File: config.mk
export PLATFORM = sky130hd
export DESIGN_NAME = fit_policy_block_allocator_top_flat
export DESIGN_NICKNAME = d
export VERILOG_FILES = /design/src/design/fba_pkg.sv /design/src/design/fba_if.sv /design/src/design/fit_policy_block_allocator_top.sv /design/src/flat_wrapper.sv
export SDC_FILE = /design/constraint.sdc
export NUM_CORES = 1
export LEC_CHECK = 0
export BUFFER_PORTS_ARGS = -buffer_cell sky130_fd_sc_hd__buf_2
export CORE_ASPECT_RATIO = 1.75
export CORE_MARGIN = 2
export CORE_UTILIZATION = 67
export DETAILED_ROUTE_END_ITERATION = 16
export GPL_TIMING_DRIVEN = 0
export PLACE_DENSITY = 0.95
export SYNTH_ARGS = -nofsm -noshare
export SYNTH_HDL_FRONTEND = slang
export SYNTH_SLANG_ARGS = --single-unit
File: constraint.sdc
create_clock -name clk -period 6.4 [get_ports clk]
set_input_delay 1.28 -clock clk [delete_from_list [all_inputs] [get_ports clk]]
set_output_delay 1.28 -clock clk [all_outputs]
set_load 0.05 [all_outputs]
File: src/design/fba_pkg.sv
`default_nettype none
package fba_pkg;

  // Default sizing
  localparam int NUM_BLOCKS_DEF = 16;
  localparam int SIZE_WIDTH_DEF = 16;

  // Fixed field widths
  localparam int BLOCK_W  = 4;
  localparam int AMOUNT_W = 16;
  localparam int POLICY_W = 2;
  localparam int BLOCKS_W = 5;
  localparam int CFG_IDX_W  = 1;
  localparam int CFG_DATA_W = 5;

  // Item function codes
  localparam logic FUNC_LOAD  = 1'b0;
  localparam logic FUNC_ALLOC = 1'b1;

  // Configuration register indexes
  localparam logic [CFG_IDX_W-1:0] CFG_FIT_POLICY    = 1'd0;
  localparam logic [CFG_IDX_W-1:0] CFG_BLOCKS_IN_USE = 1'd1;

  // Fit policy codes (anything else behaves as first fit)
  localparam logic [POLICY_W-1:0] POLICY_FIRST = 2'd0;
  localparam logic [POLICY_W-1:0] POLICY_BEST  = 2'd1;
  localparam logic [POLICY_W-1:0] POLICY_WORST = 2'd2;

  // Register reset values
  localparam logic [BLOCKS_W-1:0] BLOCKS_RESET = 5'd16;

  typedef enum logic [1:0] {
    ST_IDLE,
    ST_SCAN,
    ST_DONE
  } fba_state_t;

endpackage
`default_nettype wire

File: src/design/fba_if.sv
`default_nettype none
// Request channel
interface fba_in_if;
  import fba_pkg::*;
  logic                valid;
  logic                ready;
  logic                func;
  logic [BLOCK_W-1:0]  block_index;
  logic [AMOUNT_W-1:0] amount;

  modport source (output valid, output func, output block_index, output amount,
                  input ready);
  modport sink (input valid, input func, input block_index, input amount,
                output ready);
endinterface

// Result channel
interface fba_out_if;
  import fba_pkg::*;
  logic                valid;
  logic                ready;
  logic                granted;
  logic [BLOCK_W-1:0]  chosen_block;
  logic [AMOUNT_W-1:0] left_in_block;

  modport source (output valid, output granted, output chosen_block,
                  output left_in_block, input ready);
  modport sink (input valid, input granted, input chosen_block,
                input left_in_block, output ready);
endinterface
`default_nettype wire

File: src/design/fit_policy_block_allocator_top.sv
// Block allocator with first, best and worst fit. Remaining capacities of up to
// NUM_BLOCKS blocks sit in one single-port-read memory with a registered read.
// A load item writes one capacity and its result is ready the cycle after the
// transfer. An allocate item reads blocks 0 .. n-1 (n = min(blocks_in_use,
// NUM_BLOCKS)) one entry per cycle through the memory read port, then writes
// the chosen block back if one fits, and posts the result. One item is
// worked on at a time; a new item is taken once the result register is empty
// or is being emptied in that cycle. Capacities hold no reset value: every
// block scanned by an allocate must have been loaded first.
// fit_policy and blocks_in_use may be written only while no item is in flight.
`default_nettype none
module fit_policy_block_allocator_top #(
  parameter int NUM_BLOCKS = fba_pkg::NUM_BLOCKS_DEF,
  parameter int SIZE_WIDTH = fba_pkg::SIZE_WIDTH_DEF
) (
  input  wire logic                          clk,
  input  wire logic                          rst_n,
  input  wire logic                          cfg_we,
  input  wire logic [fba_pkg::CFG_IDX_W-1:0]  cfg_index,
  input  wire logic [fba_pkg::CFG_DATA_W-1:0] cfg_wdata,
  fba_in_if.sink                             in_ch,
  fba_out_if.source                          out_ch
);
  import fba_pkg::*;

  localparam int ADDR_W = (NUM_BLOCKS > 1) ? $clog2(NUM_BLOCKS) : 1;
  localparam int CNT_W  = $clog2(NUM_BLOCKS + 1);
  localparam logic [CNT_W-1:0] NUM_BLOCKS_C = CNT_W'(NUM_BLOCKS);

  fba_state_t state_r, state_nxt;

  logic [POLICY_W-1:0]   policy_r;
  logic [BLOCKS_W-1:0]   blocks_r;
  logic [SIZE_WIDTH-1:0] amt_r, amt_nxt;
  logic [CNT_W-1:0]      n_r, n_nxt;
  logic [CNT_W-1:0]      issue_r, issue_nxt;
  logic                  rd_vld_r, rd_vld_nxt;
  logic [CNT_W-1:0]      rd_idx_r, rd_idx_nxt;
  logic [SIZE_WIDTH-1:0] rd_data_r;
  logic                  found_r, found_nxt;
  logic [ADDR_W-1:0]     pick_r, pick_nxt;
  logic [SIZE_WIDTH-1:0] best_r, best_nxt;
  logic                  out_valid_r, out_valid_nxt;
  logic                  out_granted_r, out_granted_nxt;
  logic [BLOCK_W-1:0]    out_block_r, out_block_nxt;
  logic [AMOUNT_W-1:0]   out_left_r, out_left_nxt;

  // Capacity memory
  logic [SIZE_WIDTH-1:0] space_mem [NUM_BLOCKS];
  logic                  mem_we;
  logic [ADDR_W-1:0]     mem_waddr;
  logic [SIZE_WIDTH-1:0] mem_wdata;
  logic                  rd_en;
  logic [ADDR_W-1:0]     rd_addr;

  logic                  out_free;
  logic [SIZE_WIDTH-1:0] in_amt;
  logic                  load_ok;
  logic [CNT_W-1:0]      n_lim;
  logic                  fits;
  logic                  take;
  logic [SIZE_WIDTH-1:0] left_val;

  assign in_amt   = SIZE_WIDTH'(in_ch.amount);
  assign load_ok  = int'(in_ch.block_index) < NUM_BLOCKS;
  assign n_lim    = (int'(blocks_r) > NUM_BLOCKS) ? NUM_BLOCKS_C : CNT_W'(blocks_r);
  assign out_free = !out_valid_r || out_ch.ready;
  assign left_val = best_r - amt_r;

  // Scan compare on the entry read last cycle
  assign fits = rd_data_r >= amt_r;
  assign take = fits && (!found_r ||
                         (policy_r == POLICY_BEST  && rd_data_r < best_r) ||
                         (policy_r == POLICY_WORST && rd_data_r > best_r));

  // Configuration registers
  always_ff @(posedge clk) begin
    if (!rst_n) begin
      policy_r <= POLICY_FIRST;
      blocks_r <= BLOCKS_RESET;
    end else if (cfg_we) begin
      unique case (cfg_index)
        CFG_FIT_POLICY:    policy_r <= cfg_wdata[POLICY_W-1:0];
        CFG_BLOCKS_IN_USE: blocks_r <= cfg_wdata[BLOCKS_W-1:0];
        default: ;
      endcase
    end
  end

  // Next state and datapath control
  always_comb begin
    state_nxt       = state_r;
    amt_nxt         = amt_r;
    n_nxt           = n_r;
    issue_nxt       = issue_r;
    rd_vld_nxt      = 1'b0;
    rd_idx_nxt      = issue_r;
    found_nxt       = found_r;
    pick_nxt        = pick_r;
    best_nxt        = best_r;
    out_valid_nxt   = out_valid_r && !out_ch.ready;
    out_granted_nxt = out_granted_r;
    out_block_nxt   = out_block_r;
    out_left_nxt    = out_left_r;
    in_ch.ready     = 1'b0;
    mem_we          = 1'b0;
    mem_waddr       = '0;
    mem_wdata       = '0;
    rd_en           = 1'b0;
    rd_addr         = '0;

    unique case (state_r)
      ST_IDLE: begin
        in_ch.ready = out_free;
        if (in_ch.valid && out_free) begin
          if (in_ch.func == FUNC_LOAD) begin
            out_valid_nxt = 1'b1;
            if (load_ok) begin
              mem_we          = 1'b1;
              mem_waddr       = ADDR_W'(in_ch.block_index);
              mem_wdata       = in_amt;
              out_granted_nxt = 1'b1;
              out_block_nxt   = in_ch.block_index;
              out_left_nxt    = AMOUNT_W'(in_amt);
            end else begin
              out_granted_nxt = 1'b0;
              out_block_nxt   = '0;
              out_left_nxt    = '0;
            end
          end else begin
            amt_nxt   = in_amt;
            n_nxt     = n_lim;
            issue_nxt = '0;
            found_nxt = 1'b0;
            pick_nxt  = '0;
            best_nxt  = '0;
            state_nxt = ST_SCAN;
          end
        end
      end

      ST_SCAN: begin
        // Issue one read per cycle
        if (issue_r < n_r) begin
          rd_en      = 1'b1;
          rd_addr    = issue_r[ADDR_W-1:0];
          rd_vld_nxt = 1'b1;
          issue_nxt  = issue_r + CNT_W'(1);
        end
        // Evaluate the returned entry
        if (rd_vld_r) begin
          if (take) begin
            found_nxt = 1'b1;
            pick_nxt  = rd_idx_r[ADDR_W-1:0];
            best_nxt  = rd_data_r;
          end
          if (rd_idx_r == n_r - CNT_W'(1)) begin
            state_nxt = ST_DONE;
          end
        end
        if (n_r == '0) begin
          state_nxt = ST_DONE;
        end
      end

      ST_DONE: begin
        // Write back and post the result
        if (out_free) begin
          out_valid_nxt = 1'b1;
          state_nxt     = ST_IDLE;
          if (found_r) begin
            mem_we          = 1'b1;
            mem_waddr       = pick_r;
            mem_wdata       = left_val;
            out_granted_nxt = 1'b1;
            out_block_nxt   = BLOCK_W'(pick_r);
            out_left_nxt    = AMOUNT_W'(left_val);
          end else begin
            out_granted_nxt = 1'b0;
            out_block_nxt   = '0;
            out_left_nxt    = '0;
          end
        end
      end

      default: state_nxt = ST_IDLE;
    endcase
  end

  // Control registers
  always_ff @(posedge clk) begin
    if (!rst_n) begin
      state_r     <= ST_IDLE;
      rd_vld_r    <= 1'b0;
      out_valid_r <= 1'b0;
    end else begin
      state_r     <= state_nxt;
      rd_vld_r    <= rd_vld_nxt;
      out_valid_r <= out_valid_nxt;
    end
  end

  // Payload registers
  always_ff @(posedge clk) begin
    amt_r         <= amt_nxt;
    n_r           <= n_nxt;
    issue_r       <= issue_nxt;
    rd_idx_r      <= rd_idx_nxt;
    found_r       <= found_nxt;
    pick_r        <= pick_nxt;
    best_r        <= best_nxt;
    out_granted_r <= out_granted_nxt;
    out_block_r   <= out_block_nxt;
    out_left_r    <= out_left_nxt;
  end

  // Capacity memory, registered read
  always_ff @(posedge clk) begin
    if (mem_we) begin
      space_mem[mem_waddr] <= mem_wdata;
    end
    if (rd_en) begin
      rd_data_r <= space_mem[rd_addr];
    end
  end

  assign out_ch.valid         = out_valid_r;
  assign out_ch.granted       = out_granted_r;
  assign out_ch.chosen_block  = out_block_r;
  assign out_ch.left_in_block = out_left_r;

endmodule
`default_nettype wire

File: src/flat_wrapper.sv
// flat-port wrapper written by rule: the top's interface ports become plain ports
module fit_policy_block_allocator_top_flat import fba_pkg::*;
#(
  parameter int NUM_BLOCKS = fba_pkg::NUM_BLOCKS_DEF,
  parameter int SIZE_WIDTH = fba_pkg::SIZE_WIDTH_DEF
)
  (clk, rst_n, cfg_we, cfg_index, cfg_wdata, in_ch_valid, in_ch_func, in_ch_block_index, in_ch_amount, in_ch_ready, out_ch_valid, out_ch_granted, out_ch_chosen_block, out_ch_left_in_block, out_ch_ready);
  fba_in_if in_ch_i ();
  fba_out_if out_ch_i ();
  input  wire logic clk;
  input  wire logic rst_n;
  input  wire logic cfg_we;
  input  wire logic [fba_pkg::CFG_IDX_W-1:0] cfg_index;
  input  wire logic [fba_pkg::CFG_DATA_W-1:0] cfg_wdata;
  input wire logic [$bits(in_ch_i.valid)-1:0] in_ch_valid;
  input wire logic [$bits(in_ch_i.func)-1:0] in_ch_func;
  input wire logic [$bits(in_ch_i.block_index)-1:0] in_ch_block_index;
  input wire logic [$bits(in_ch_i.amount)-1:0] in_ch_amount;
  output wire logic [$bits(in_ch_i.ready)-1:0] in_ch_ready;
  output wire logic [$bits(out_ch_i.valid)-1:0] out_ch_valid;
  output wire logic [$bits(out_ch_i.granted)-1:0] out_ch_granted;
  output wire logic [$bits(out_ch_i.chosen_block)-1:0] out_ch_chosen_block;
  output wire logic [$bits(out_ch_i.left_in_block)-1:0] out_ch_left_in_block;
  input wire logic [$bits(out_ch_i.ready)-1:0] out_ch_ready;
  assign in_ch_i.valid = in_ch_valid;
  assign in_ch_i.func = in_ch_func;
  assign in_ch_i.block_index = in_ch_block_index;
  assign in_ch_i.amount = in_ch_amount;
  assign in_ch_ready = in_ch_i.ready;
  assign out_ch_valid = out_ch_i.valid;
  assign out_ch_granted = out_ch_i.granted;
  assign out_ch_chosen_block = out_ch_i.chosen_block;
  assign out_ch_left_in_block = out_ch_i.left_in_block;
  assign out_ch_i.ready = out_ch_ready;
  fit_policy_block_allocator_top #(.NUM_BLOCKS(NUM_BLOCKS), .SIZE_WIDTH(SIZE_WIDTH)) u_core (.clk(clk), .rst_n(rst_n), .cfg_we(cfg_we), .cfg_index(cfg_index), .cfg_wdata(cfg_wdata), .in_ch(in_ch_i), .out_ch(out_ch_i));
endmodule
# Word-level counts from Yosys, hierarchy flattened
# Memories as Yosys holds them, arrays and structs flattened. A register that Yosys moved wholly into a read port is not among the register bits.
# Index checks and enable logic that the tools add are counted.
dict set report totals {
  n_memories 1
  word_cells 125
  ramBits 256
  regBits 84
}
# memory depth width rd rd_clocked_by_memory_dff write_ports line_no
set memory_table {}
lappend memory_table {u_core.space_mem 16 16 1 1 1 fit_policy_block_allocator_top.sv:49} ;# logic [SIZE_WIDTH-1:0] space_mem [NUM_BLOCKS];
dict set report op_classes {
  reduce_logical 22
  eq_ne 14
  bitwise_logic 1
  n_lt_le_gt_ge 5
  n_mux 64
  add_sub_neg 3
}
# operator n
set op_table {}
lappend op_table {{$mux 16} 11}
lappend op_table {{$pmux 16 s2} 3}
lappend op_table {{$mux 4} 13}
lappend op_table {{$pmux 4 s2} 3}
lappend op_table {{$mux 1} 19}
lappend op_table {{$ge 16x16->1} 1}
lappend op_table {{$gt 16x16->1} 1}
lappend op_table {{$lt 16x16->1} 1}
lappend op_table {{$sub 16x16->16} 1}
lappend op_table {{$mux 5} 3}
lappend op_table {{$mux 2} 6}
lappend op_table {{$ne 2x1->1 const B} 5}
lappend op_table {{$pmux 5 s2} 1}
lappend op_table {{$reduce_and 5->1} 2}
lappend op_table {{$pmux 1 s2} 4}
lappend op_table {{$reduce_and 4->1} 2}
lappend op_table {{$ne 3x1->1 const B} 2}
lappend op_table {{$pmux 2 s3} 1}
lappend op_table {{$add 5x1->5 const B} 1}
lappend op_table {{$eq 5x5->1} 1}
lappend op_table {{$gt 5x5->1 const B} 1}
lappend op_table {{$logic_and 1x1->1} 5}
lappend op_table {{$logic_not 5->1} 1}
lappend op_table {{$lt 5x5->1} 1}
lappend op_table {{11 further kinds} 20}

# Longest topological paths before layout
# Gate-level depths: netlist of run 1.
dict set report depth {
  ltp_word 8
  depth_mapped 13
  ltp_nobuf 11
}

# Worst setup path before layout of run 1
# No wires, ideal clock.
dict set report synth_path {
  path_kind {input to register}
  start {in out_ch_ready}
  end {reg u_core.best_r[0] (enable)}
  cell_stages 8
  slack_ps 701
  setup_ps 438
  n_path_buf 0
  t_arrival_ps 5260
  t_required_ps 5962
  path_cell_list {nor2b_1 > nor3_1 > nand3_1 > inv_1 > a211oi_1 > o211ai_1 > nor2_1 > a311oi_1}
}
dict set report synth_via {
  elab_chain_cells 4
}
# element line_no
set synth_rtl {}
lappend synth_rtl {{start: declaration} flat_wrapper.sv:24} ;# input wire logic [$bits(out_ch_i.ready)-1:0] out_ch_ready;
lappend synth_rtl {{$logic_or 1x1->1} fit_policy_block_allocator_top.sv:67} ;# assign out_free = !out_valid_r || out_ch.ready;
lappend synth_rtl {{$logic_and 1x1->1} fit_policy_block_allocator_top.sv:115} ;# if (in_ch.valid && out_free) begin
lappend synth_rtl {{$ne 2x1->1 (no source line)} n/a}
lappend synth_rtl {{$reduce_and 5->1 (no source line)} n/a}
lappend synth_rtl {{end signal: assignment} fit_policy_block_allocator_top.sv:211} ;# best_r <= best_nxt;
lappend synth_rtl {{end: declaration} fit_policy_block_allocator_top.sv:42} ;# logic [SIZE_WIDTH-1:0] best_r, best_nxt;
# Every way passes these cells.
# A chain may end at the register's enable or synchronous reset.

# Worst setup path in the final report of run 1
dict set report layout_path {
  start {in out_ch_ready}
  end {mem u_core.space_mem[0][15] (netlist bit) (enable)}
}
dict set report layout_via {
  elab_chain_cells 6
  elab_cells_between_ends 10
  cone_classes {mux (8); reduce/logical (2)}
}
# element line_no
set layout_rtl {}
lappend layout_rtl {{$logic_or 1x1->1 (*)} fit_policy_block_allocator_top.sv:67}
lappend layout_rtl {{$logic_and 1x1->1} fit_policy_block_allocator_top.sv:115}
lappend layout_rtl {{$mux 1} fit_policy_block_allocator_top.sv:115}
lappend layout_rtl {{$pmux 1 s2} fit_policy_block_allocator_top.sv:112} ;# unique case (state_r)
lappend layout_rtl {{$mux 1} fit_policy_block_allocator_top.sv:219} ;# if (mem_we) begin
lappend layout_rtl {{$mux 1 (not written as such)} fit_policy_block_allocator_top.sv:220} ;# space_mem[mem_waddr] <= mem_wdata;
lappend layout_rtl {{end: declaration} fit_policy_block_allocator_top.sv:49}
# Mark *: on every way between the ends. The rest lies on a longest branch, timed or not.

==> metrics.md, run 1 <==
| Metric | Value |
|---|---|
| Status | finished, final reports clean |
| Nets | 1,388 |
| Maximum VDD drop | 0.2069 mV |
| Max FO, Critical Path | 10 |
| Root Buffer Master | clkbuf_16 |
| Main synth FF type | edfxtp_1 |
| CP Class | in2reg |
| Register bit count reported by yosys | 356 |
| Syn Inst Count | 1,206 |
| CTS sink count | 356 |
| Top cells by area, synth | edfxtp_1, ha_1, a21oi_1, dfxtp_1, a22o_1 |
| Leakage | 6.310 nW |
| CP endpoint kind | flip-flop |
| Maximum clock frequency | 243.1 MHz |
| Die area | 25,170 um2 |
| CTS Buf Count | 28 |
| Die H | 208.4 um |
| Starting Density | 68.27% |
| HP Class | reg2reg |
| R2R depth | 8 |
| Most frequent cell after synthesis | edfxtp_1 |
| Vias in the first global route | 11,920 |
| Max layer used | met5 |
| First-pass GRT wire length | 68,970 um |
| Post-Synthesis Net Count | 1,292 |
| Io pins | 55 |
| Overflow after GRT | 0 |
| Post-synthesis sequential area ratio | 65.85% |
| Hold Crit Depth | 0 |
| Fin. max-slew vios | 0 |
| Yosys top cell area share | 63.84% |
| Drt drc | 0 |
| GR Util All Layers | 37.52% |
| Min Tclk post-route | 4.114 ns |
| Worst Clk Skew | 0.01409 ns |
| Post-synth top cells | edfxtp_1, a21oi_1, nand2_1 |
| DP Wirelength | 31,500 um |
| Warnings from Yosys | 0 |
| Reg area | 10,530 um2 |
| Final Cell Area | 17,810 um2 |
| Met1 WL | 13,660 um |
| Routed WL | 46,530 um |
| Area occupied by multi-input gates | 5019 um2 |
| Largest net degree at the start of global routing | 26 |
| WP data arrival | 4.38 ns |
| Pwr/cell area | 283.8 nW/um2 |
| Via count | 11,720 |
| Initial DRC count | 2,037 |
| CP startpoint kind | input pin |
| # rows | 74 |
| DR WL met3 | 5302 um |
| Initial antenna violation count | 1 |
| Met2 WL | 22,700 um |
| Die W | 120.8 um |
| Number of port buffers | 54 |
| CTS tree | yes |
| Placement Cell Area | 16,860 um2 |
| Fin crit share | 64.28% |
| Htree depth | 1 |
| Area leader, netlist | edfxtp_1 |
| Resized cells post-CTS | 0 |
| Clock Latency Late Sink | 0.57 ns |
| Yosys cell types | 62 |
| RSZ-0062 raised after global routing | no |
| Post-layout total power | 0.005053 W |
| Slew headroom | 26.55% |
| FFs w/ async S/R, synth | 0% |
| Setup bufs post-CTS | 0 |
| Final-report setup violation count | 0 |
| Fill cells | 1,223 |
| Pre-antenna DRT Iters | 6 |
| Std-Cell Core Area | 23,430 um2 |
| CTS hold repair buffers | 0 |
| Final GP Congestion | 1.021 |
| Fin Setup TNS | 0 ns |
| Worst slew pin tran | 1.102 ns |
| Post-synth EDFFs | 340 |
| Post-Syn Area | 15,990 um2 |
| CP Data Required Time | 6.66 ns |
| Hold Fails Final Rpt | 0 |
| Clock Tree Buf Depth | 3 |
| Clock slew seen by the registers of the worst setup and hold paths | 0.07 ns |
| Avg Inst Size Synth | 13.26 um2 |
| Layout cells sized above 1 | 12.39% |
| Routed length per instance | 28.56 um |
| Routed Antenna Nets | 0 |
| MaxCap Viol Count | 0 |
| Synthesis-to-layout area growth | 11.35% |
| Via/cell ratio | 7.193 |
==> flip-flops by register name, summed over array words and instances, names as in the netlist, 4 cells and up <==
name                         flops
u_core.rd_data_r                16
u_core.issue_r                   5
u_core.pick_r                    4
u_core.space_mem               256
u_core.out_ch.chosen_block       4
u_core.n_r                       5
u_core.out_ch.left_in_block     16
u_core.amt_r                    16
u_core.best_r                   16
u_core.blocks_r                  5
u_core.rd_idx_r                  5
==> placed cells by master, fill, tap and decap left out, drive strengths merged, types with 3 or more instances in the layout <==
master    count
a22o         34
bufinv        4
o21ai        54
clkbuf       79
o211ai       39
o221ai        9
edfxtp      340
xor2         11
mux2i        26
nand2b        7
nor2         61
nand4         4
a21boi        6
ha           53
xnor2        12
dfxtp        16
a21o         16
nor3          5
and2         28
a211oi       20
nand2        79
and3         25
a31o         10
nand3        57
a31oi         4
a21oi        91
a221oi       38
buf          88
nor2b        17
inv          49
clkinv       13
clkinvlp      3
==> through the flow <==
stage               setup slack, ns  hold slack [ns]  std cells  util (%)
finish                        2.286           0.4225       1629     76.02
global route                  2.226           0.4396       1628     76.01
CTS                           2.430           0.4172       1628     76.00
detailed placement            1.918           0.4020       1576     71.98
global placement             0.2323           0.3828       1564     71.04
floorplan                    0.7014           0.3711       1206         -
==> power breakdown <==
part	internal [W]	total, W	switching, W
logic	0.000174	0.000596	0.000421
registers	0.00262	0.00266	0.0000392
clock network	0.000989	0.00179	0.000804
==> layout make-up <==
| class | count | area share [%] |
|---|---|---|
| diodes | 1 | 0.01405 |
| plain buffers | 69 | 1.764 |
| clock buffers | 32 | 4.139 |
| well taps | 304 | 2.136 |
| multi-input cells | 732 | 28.18 |
| repair buffers | 66 | 2.445 |
| flip-flops and latches | 356 | 59.13 |
| inverters | 49 | 1.047 |
| clock inverters | 20 | 1.138 |
==> cell families (layout without fill, tap and decap cells) <==
logic type      Yosys count  after routing  share of synthesized area [%]
fa+ha+maj                54             54                          4.272
other cells               0              1                              0
compound gates          338            338                          14.88
buf+inv                 118            236                          3.130
simple gates            288            288                          8.701
mux                      29             29                          1.909
xor+xnor                 23             23                          1.260
flops                   356            356                          65.85
==> worst paths after layout <==
path | start | to | slack (ns)
max | out_ch_ready | u_core.space_mem[0][15] | 2.29
min | u_core.issue_r[0] | u_core.rd_idx_r[0] | 0.42
max reg2reg | u_core.out_ch.valid | u_core.space_mem[0][15] | 2.65
min reg2reg | u_core.issue_r[0] | u_core.rd_idx_r[0] | 0.42
==> critical path, cell delays in order <==
cell	delay (ns)
buf_2	0.09
nor2b_1	0.07
nor3_1	0.37
and2_1	0.26
buf_2	0.24
buf_1	0.62
o211ai_1	0.39
nor3_2	0.69
buf_4	0.36
==> layer usage <==
metal / track usage (%) / vias to the layer above
li1: - / 4849
met1: 39.55 / 5450
met2: 61.89 / 1075
met3: 10.64 / 341
met4: 29.95 / 2
met5: 0 / -
(Power assumes the default switching activity.)
==> run 2: changes to the inputs <==
Settings changed: ABC_AREA set to 1, CORE_UTILIZATION 67 to 56, PLACE_DENSITY 0.95 to 0.87.
Clock period 6.4 ns to 3.5 ns, I/O delays scaled along.
==> run 2 against run 1 <==
- flip-flop and latch count did not move
- final cell count is 39% higher
- critical path depth is 3 higher
- die area is 27% higher
- area after synthesis rose by 7.1%
- combinational power increased by 100%
- clock-buffer cell count increased by 3
- design area increased by 8.6%
- critical endpoint is now u_core.rd_data_r[10]
- largest power group unchanged
==> metrics.md, run 2 <==
| Metric | Value |
|---|---|
| Status | finished, final reports clean |
| Number of port buffers | 54 |
| Post-Synthesis Net Count | 1,830 |
| Post-synth top cells | edfxtp_1, inv_1, nand2_1 |
| XOR/XNOR Fraction of Synth Area | 0.7159% |
| Minimum hold slack | 0.3033 ns |
| Routed WL | 47,720 um |
| Root Buffer Master | clkbuf_16 |
| Initial antenna violation count | 0 |
| Die H | 235.4 um |
| WP data arrival | 3.55 ns |
| GR Util All Layers | 30.00% |
| Post-synthesis mux area share | 0% |
| CTS sink count | 356 |
| Via/cell ratio | 5.752 |
| Worst Clk Skew | 0.01635 ns |
| Compound-Gate Fraction of Synth Area | 3.236% |
| Hold Fails Final Rpt | 0 |
| Leakage | 8.347 nW |
| Register bit count reported by yosys | 356 |
| Largest net degree at the start of global routing | 22 |
| DP Wirelength | 34,970 um |
| FFs w/ async S/R, synth | 0% |
| HP Class | in2reg |
| Clock Latency Late Sink | 0.59 ns |
| Avg Inst Size Synth | 9.821 um2 |
| Area leader, netlist | edfxtp_1 |
| CP endpoint kind | flip-flop |
| Fin crit share | 91.91% |
| Most frequent cell after synthesis | edfxtp_1 |
| Final GP Congestion | 1.025 |
| Layout cells sized above 1 | 10.84% |
| # rows | 84 |
| Min Tclk post-route | 3.217 ns |
| CTS hold repair buffers | 0 |
| Warnings from Yosys | 0 |
| CTS tree | yes |
| Clock slew seen by the registers of the worst setup and hold paths | 0.07 ns |
| Largest family of logic cells by synthesized area | simple AND/OR/NAND/NOR gates |
| Initial DRC count | 1,173 |
| N_diodes | 0 |
| Max reg flops | 256 |
| Fin Setup TNS | 0 ns |
| Post-Synth Simple-Gate Area | 21.28% |
| Syn Inst Count | 1,744 |
| Drt drc | 0 |
| Adder-Cell Fraction of Synth Area | 3.989% |
| Largest Register | u_core.space_mem |
| MaxCap Viol Count | 0 |
| Die W | 136.2 um |
| Post-synth EDFFs | 340 |
| Most frequent cells in the layout | edfxtp_1, inv_1, nand2_1, nand3_1, nor2_1 |
| Overflow after GRT | 0 |
| Final-report setup violation count | 0 |
| Clock Tree Buf Depth | 3 |
| R2R Setup Slk | 0.28 ns |
| Setup bufs post-CTS | 0 |
| Pre-antenna DRT Iters | 5 |
| Maximum VDD drop | 0.3742 mV |
| Htree depth | 1 |
| Most common cell after layout, fill and taps aside | edfxtp_1 |
| First-pass GRT wire length | 71,750 um |
| Nets | 1,933 |
| Routed length per instance | 21.12 um |
| CTS Buf Count | 31 |
| Top cells by area, synth | edfxtp_1, inv_1, nand2_1, nand3_1, nor2_1 |
| Synthesis-to-layout area growth | 12.89% |
| Yosys top cell area share | 59.61% |
| Post-Syn Area | 17,130 um2 |
| Main synth FF type | edfxtp_1 |
| CP Class | reg2reg |
| Max FO, Critical Path | 17 |
| Yosys cell types | 38 |
| RSZ-0062 raised after global routing | no |
| Slew headroom | 31.74% |
| Maximum clock frequency | 310.9 MHz |
| Via count | 12,990 |
| Routed Antenna Nets | 0 |
| Fin. max-slew vios | 0 |
| CP Data Required Time | 3.84 ns |
| Die area | 32,050 um2 |
| Worst slew pin tran | 1.024 ns |
| Pwr/cell area | 507.8 nW/um2 |
| CP startpoint kind | flip-flop |
| Std-Cell Core Area | 30,060 um2 |
| Vias in the first global route | 13,180 |
| Io pins | 55 |
| Post-synthesis sequential area ratio | 61.48% |
| Starting Density | 56.98% |
## run 2: area by class of cell
class | count | area, um2
plain buffers | 77 | 346.6
clock buffers | 35 | 790.8
clock inverters | 23 | 312.8
fillers | 2222 | 10720
inverters | 332 | 1246
multi-input cells | 979 | 5136
flip-flops and latches | 356 | 10530
well taps | 387 | 484.2
repair buffers | 70 | 489.2
## run 2: kinds of logic (layout without fill, tap and decap cells)
kind of cell | after synthesis | in the layout
flip-flops | 356 | 356
buffers and inverters | 409 | 537
adder cells (fa/ha/maj) | 54 | 54
XOR/XNOR | 14 | 14
AND/OR/NAND/NOR | 814 | 814
AO/OA/AOI/OAI | 97 | 97
## run 2: report_power, final
group	internal [W]	switching (W)	total [W]
registers	0.00483	0.0000571	0.00489
logic	0.000317	0.000881	0.00120
clock network	0.00215	0.00158	0.00373
## run 2: what timing repair did
item                       in CTS  in global routing
setup endpoints to repair      80                 90
resized for setup               5                  5
cloned                          0                  0
## run 2: path summary, 6_finish.rpt
check                                        from                   end  depth (start not counted)
worst max-delay path            u_core.issue_r[2]  u_core.rd_data_r[10]                         12
worst min-delay path             in_ch_amount[12]      u_core.amt_r[12]                          1
worst max register to register  u_core.issue_r[2]  u_core.rd_data_r[10]                         12
worst min register to register  u_core.issue_r[4]    u_core.rd_idx_r[4]                          0
## run 2: metrics by stage
step / util [%] / worst slack (ns) / cell area (um2) / cells / total power [W]
4_1_cts: 64.25 / 0.1997 / 19310 / 2259 / 0.009790
3_5_place_dp: 60.54 / -0.6491 / 18200 / 2201 / 0.006140
2_1_floorplan: - / 0.1812 / 17130 / 1744 / 0.005698
6_report: 64.33 / 0.2832 / 19340 / 2259 / 0.009820
3_3_place_gp: 59.49 / -1.041 / 17880 / 2185 / 0.006055
5_1_grt: 64.33 / 0.1116 / 19340 / 2259 / 0.01009
## run 2: worst max-delay path, cell delays in order, from the launching register on
cell and delay, ns:
edfxtp_1 0.51, ha_1 0.36, a21oi_1 0.14, nand2_1 0.08
nand2_2 0.22, nand2_2 0.14, inv_2 0.32, nand2_2 0.22
inv_2 0.15, buf_2 0.27, nand3_1 0.16, nand3_1 0.27
nand2_1 0.09
## run 2: per-layer routing
layer  routed length (um)  part of all wire (%)  track usage [%]  vias up
met5                    0                     0                0        -
met4                 4516                   9.5            24.68        0
li1                     -                     -                -     6020
met1                15430                    32            30.57     6053
met3                 3034                   6.4            3.898      224
met2                24730                    52            53.31      697
